$ cat src/hdl/sldmx_pkg.sv
// Shared constants and types for the sliding window maximum block.
package sldmx_pkg;

   localparam int WINDOW_MAX_DEF  = 256;
   localparam int SAMPLE_BITS_DEF = 32;
   localparam int LEN_W           = 9;
   localparam logic [LEN_W-1:0] LEN_RESET = 9'd20;

   typedef enum logic [1:0] {
      OP_WARM,
      OP_CUM,
      OP_WIN
   } op_type;

   typedef struct packed {
      op_type op;
      logic   first;
   } cmd_type;

endpackage

$ cat src/hdl/sldmx_front.sv
// Front end: accepts items, classifies them and queues them for the back end.
module sldmx_front #(
   parameter int SAMPLE_BITS = sldmx_pkg::SAMPLE_BITS_DEF
) (
   input  logic                              clock,
   input  logic                              reset,
   input  logic                              req_valid,
   output logic                              req_stall,
   input  logic [SAMPLE_BITS-1:0]            req_sample,
   input  logic                              req_in_warmup,
   input  logic                              req_first_of_series,
   input  logic [sldmx_pkg::LEN_W-1:0]       window_length,
   output logic                              cmd_valid,
   input  logic                              cmd_ready,
   output sldmx_pkg::cmd_type                cmd,
   output logic [SAMPLE_BITS-1:0]            cmd_sample
);

   import sldmx_pkg::*;

   localparam int DEPTH = 2;

   cmd_type                q_cmd_ff [DEPTH];
   logic [SAMPLE_BITS-1:0] q_smp_ff [DEPTH];
   logic                   wr_ptr_ff;
   logic                   rd_ptr_ff;
   logic [1:0]             cnt_ff;
   logic                   push;
   logic                   pop;
   cmd_type                in_cmd;

   assign req_stall = (cnt_ff == 2'(DEPTH));
   assign cmd_valid = (cnt_ff != '0);
   assign push      = req_valid && !req_stall;
   assign pop       = cmd_valid && cmd_ready;

   always_comb begin
      in_cmd.first = req_first_of_series;
      if (req_in_warmup) begin
         in_cmd.op = OP_WARM;
      end else if (window_length == '0) begin
         in_cmd.op = OP_CUM;
      end else begin
         in_cmd.op = OP_WIN;
      end
   end

   always_ff @(posedge clock) begin
      if (reset) begin
         wr_ptr_ff <= 1'b0;
         rd_ptr_ff <= 1'b0;
         cnt_ff    <= '0;
      end else begin
         if (push) begin
            wr_ptr_ff <= ~wr_ptr_ff;
         end
         if (pop) begin
            rd_ptr_ff <= ~rd_ptr_ff;
         end
         if (push && !pop) begin
            cnt_ff <= cnt_ff + 2'd1;
         end else if (pop && !push) begin
            cnt_ff <= cnt_ff - 2'd1;
         end
      end
      if (push) begin
         q_cmd_ff[wr_ptr_ff] <= in_cmd;
         q_smp_ff[wr_ptr_ff] <= req_sample;
      end
   end

   assign cmd        = q_cmd_ff[rd_ptr_ff];
   assign cmd_sample = q_smp_ff[rd_ptr_ff];

endmodule

$ cat config.mk
export PLATFORM = sky130hd
export DESIGN_NAME = sldmx_front
export DESIGN_NICKNAME = d
export VERILOG_FILES = /design/src/hdl/sldmx_pkg.sv /design/src/hdl/sldmx_front.sv
export SDC_FILE = /design/constraint.sdc
export NUM_CORES = 1
export LEC_CHECK = 0
export BUFFER_PORTS_ARGS = -buffer_cell sky130_fd_sc_hd__buf_2
export CORE_UTILIZATION = 33
export DETAILED_ROUTE_END_ITERATION = 16
export PLACE_DENSITY_LB_ADDON = 0.2
export SLEW_MARGIN = 20
export SYNTH_ARGS = -nofsm -noshare
export SYNTH_HDL_FRONTEND = slang
export SYNTH_SLANG_ARGS = --single-unit
$ cat constraint.sdc
create_clock -name clock -period 5.2 [get_ports clock]
set_input_delay 0.52 -clock clock [delete_from_list [all_inputs] [get_ports clock]]
set_output_delay 0.52 -clock clock [all_outputs]
set_load 0.01 [all_outputs]
-- Word level (Yosys, flattened, before mapping)
Memory sizes are Yosys's and may differ from the RTL's. A register that Yosys moved wholly into a read port is not among the register bits.
Cells that the tools add are included.
W data, S select, Z words.
- muxes and demuxes: 10
- equal/unequal tests: 1
- bitwise operators: 2
- add/sub/neg operators: 2
- reductions and logical operators: 10
- operators by type and width (operator ; number):
    $logic_not A9 Y1 ; 1
    $mux W2 ; 4
    $mux W1 ; 6
    $logic_and A1 B1 Y1 ; 4
    $reduce_bool A2 Y1 ; 2
    $logic_not A1 Y1 ; 3
    $add A2 B1 Y2 const B ; 1
    $eq A2 B2 Y1 const B ; 1
    $not A1 Y1 ; 2
    $sub A2 B1 Y2 const B ; 1
- memories: 2
- bits in writable memories: 70
- register bits after elaboration: 4
- output and inout port bits: 37
- word-level logic and storage cells: 30
- bits of input ports: 47
- memory list (name ; words ; width ; read ports ; clocked after memory_dff ; wr ports ; line ; source):
    q_smp_ff ; 2 ; 32 ; 1 ; 1 ; 1 ; sldmx_front.sv:24 ; logic [SAMPLE_BITS-1:0] q_smp_ff [DEPTH];
    q_cmd_ff ; 2 ; 3 ; 1 ; 1 ; 1 ; sldmx_front.sv:23 ; cmd_type q_cmd_ff [DEPTH];

-- Depth between registers and ports, before layout
- word-level depth: 7
- gate-level depth with buffers: 6
- mapped depth without buffers: 6

-- Worst setup path after synthesis
Ideal clock, no wire load.
- path type: input port to flip-flop
- from: input port req_valid
- to: memory q_cmd_ff[0][0] (netlist name), enable pin
- path buffers: 0
- path slack: 3193 ps
- stages on the path: 3
- arrival: 1617 ps
- setup time: 390 ps
- required time: 4810 ps
- path through: inv_1 > or3_1 > inv_1
- cells in the longest elaborated chain, start to end: 3
- RTL lines (element ; line ; source):
    start, declared ; sldmx_front.sv:7 ; input logic req_valid,
    $logic_and A1 B1 Y1 ; sldmx_front.sv:34 ; assign push = req_valid && !req_stall;
    $mux W1 ; sldmx_front.sv:66 ; if (push) begin
    $mux W1 (not written as such) ; sldmx_front.sv:67 ; q_cmd_ff[wr_ptr_ff] <= in_cmd;
    end, declared ; sldmx_front.sv:23 ;
Every way passes these cells.

==> metrics.md <==
| Metric | Value |
|---|---|
| Status | finished clean |
| CTS Buf Count | 9 |
| Vias | 1501 |
| CTS tree | yes |
| Area contributors post-synth | edfxtp_1, mux2_2, dfxtp_1, xor2_1, nor2_1 |
| Yosys top cell area share | about three quarters |
| Row count | 33 |
| Full die area | around 8800 um2 |
| Detailed Route Iter0 Violations | 40 |
| Power per cell area | ~490 nW/um2 |
| Peak supply drop | ~260 uV |
| Vias in the first global route | between 1500 and 2000 |
| Hold path startpoint | req_sample[23] |
| Via density | 4.40 |
| DRT Pass-1 Iters | 6 |
| Sequential fraction of the synthesis area | 79.6% |
| Syn_area_per_cell | between 15 and 20 um2 |
| Final Setup Violations | 0 |
| Leak Pwr | 0.00135 uW |
| Post-synth top area cell | edfxtp_1 |
| Worst Hold Class | primary input to flip-flop |
| Post-DP HPWL | between 3000 and 4000 um |
| GRT Total Usage | about an eighth |
| Fraction of layout cells with a size suffix above 1 | a little under 60% |
| Routed len/inst | about 14 um |
| WP data required | approximately 4.7 ns |
| Worst-Margin Slew | between 0.8 and 0.9 ns |
| Max_cap viols | 0 |
| Clock sink count | 75 |
| Yosys reg bits | between 70 and 80 |
| Clock Latency Late Sink | about 0.33 ns |
| Synthesized area | 2770 um2 |
| RSZ-0062 raised after global routing | false |
| Final GP Congestion | 0.635 |
| I/O pins | 84 |
| Die H | just over 90 um |
| GRT overflow | 0 |
| Starting Density | 33.8% |
| Pin count of the biggest net entering global routing | 36 |
| Worst Clk Skew | between 0.006 and 0.007 ns |
| Setup TNS Final | 0 ns |
| Most common cell after layout, fill and taps aside | buf_2 |
| Worst reg2reg startpoint | cnt_ff[1] |
| Port buffer count | 83 |
| CTS Buffer Depth | 2 |
| Mapped Nets | between 150 and 200 |
| Highest-count cells in the layout ignoring fill and taps | buf_2, edfxtp_1, mux2_2, clkbuf_8, nor2_1 |
| Post-CTS Hold Fix Bufs | 0 |
| Fmax | between 400 and 500 MHz |
| Final WL | about 4700 um |
| H-tree Lvls | 3 |
| Final ANT Viol Nets | 0 |
| Placed Cells incl. Taps | 325 |
| Clock transition at path regs | roughly 0.080 ns |
| Fin. max-slew vios | 0 |
| Hold Slack | roughly 0.37 ns |
| Chip Width | just over 90 um |
| Core area | just over 8000 um2 |
| Final hold vios | 0 |
| Final nets | 279 |
| Post-synthesis cell type count | 18 |
| Area of the multi-input gates | 538 um2 |
| Crit end category | primary output |
| Crit path kind | flip-flop to primary output |
| Fill cells | 770 |
| First-pass GRT wire length | 7470 um |
| Crit-path max FO | 35 |
| # Post-CTS Setup Buffers | 0 |
| Period utilisation layout | 44.8% |
| Final Non-Filler Cells | 341 |
| Root Driver | clkbuf_8 |
| Slew HR | 41.0% |
| Register area | about 2200 um2 |
| Yosys warnings | 0 |
| Startpoint types | flip-flop |
| Syn-to-layout area delta | 28.1% |
| DRC violations left | 0 |
| Diode count | 0 |
| Crit path DAT | ~1.8 ns |
| Syn Inst Count | 140 |
| Tmin final | 2.33 ns |
| Post_cts resized | 0 |
| Initial antenna violation count | 0 |
[cell families (layout without fill, tap and decap cells)]
group / count (synthesis) / in the layout / synth area share, %
adder cells (fa/ha/maj): 1 / 1 / 0.452
multiplexers: 35 / 35 / 14.2
AND/OR/NAND/NOR: 14 / 14 / 2.62
XOR/XNOR: 3 / 3 / 0.950
AO/OA/AOI/OAI: 6 / 6 / 1.13
buffers and inverters: 6 / 102 / 0.995
flip-flops: 75 / 75 / 79.6
[state kept, by name, summed over array words and instances, names as in the netlist, named ones only]
name,cells
wr_ptr_ff,1
cnt_ff,2
rd_ptr_ff,1
q_smp_ff,64
q_cmd_ff,6
[area by class of cell]
cell class,instances,area share (%)
clock buffers,9,3.50
clock inverters,7,3.28
inverters,2,0.212
multi-input cells,59,15.2
flip-flops and latches,75,62.2
well taps,105,3.71
repair buffers,84,11.9
[per-stage QoR]
step	worst slack, ns	area (um2)	util (%)	total power [uW]
after floorplan	3.19	2770	-	1070
after global placement	2.86	3300	40.4	1220
after detailed placement	2.86	3300	40.4	1230
after CTS	2.78	3540	43.3	1750
after global routing	2.73	3540	43.3	1820
final	2.87	3540	43.3	1730
[synthesized netlist by cell type, drive strengths merged]
cell type,n
and2,1
a21oi,2
or2,1
nor2b,1
nor4,1
xor2,3
nor3,1
dfxtp,5
inv,2
mux2,35
nand3,1
ha,1
buf,4
edfxtp,70
nor2,6
a31oi,1
o21ai,3
or3,2
[report_power, final]
part | internal [uW] | leakage, uW | switching (uW) | total (uW)
Sequential | 760 | 0.000696 | 60.8 | 821
Clock | 318 | 0.000119 | 206 | 524
Combinational | 195 | 0.000532 | 186 | 381
[metal layers]
layer / vias to the layer above / wire length, um / part of all wire [%] / global-route usage, %
met5: - / 0 / 0 / 0
met4: 0 / 111 / 2.3 / 6.54
met3: 9 / 269 / 5.7 / 4.39
met2: 45 / 2310 / 49 / 19.1
met1: 724 / 2030 / 43 / 13.8
li1: 723 / - / - / -
[critical path, cell delays in order (launching register included)]
cell and delay [ns]:
dfxtp_2 0.90, mux2_2 0.42, buf_2 0.14
[final timing paths]
path                endpoint  slack, ns  depth (start not counted)
max           cmd_sample[18]       2.87                          2
max reg2reg   q_smp_ff[0][1]       3.08                          4
min reg2reg        wr_ptr_ff       0.51                          2
min          q_smp_ff[1][23]       0.37                          1
(Power assumes the default switching activity.)
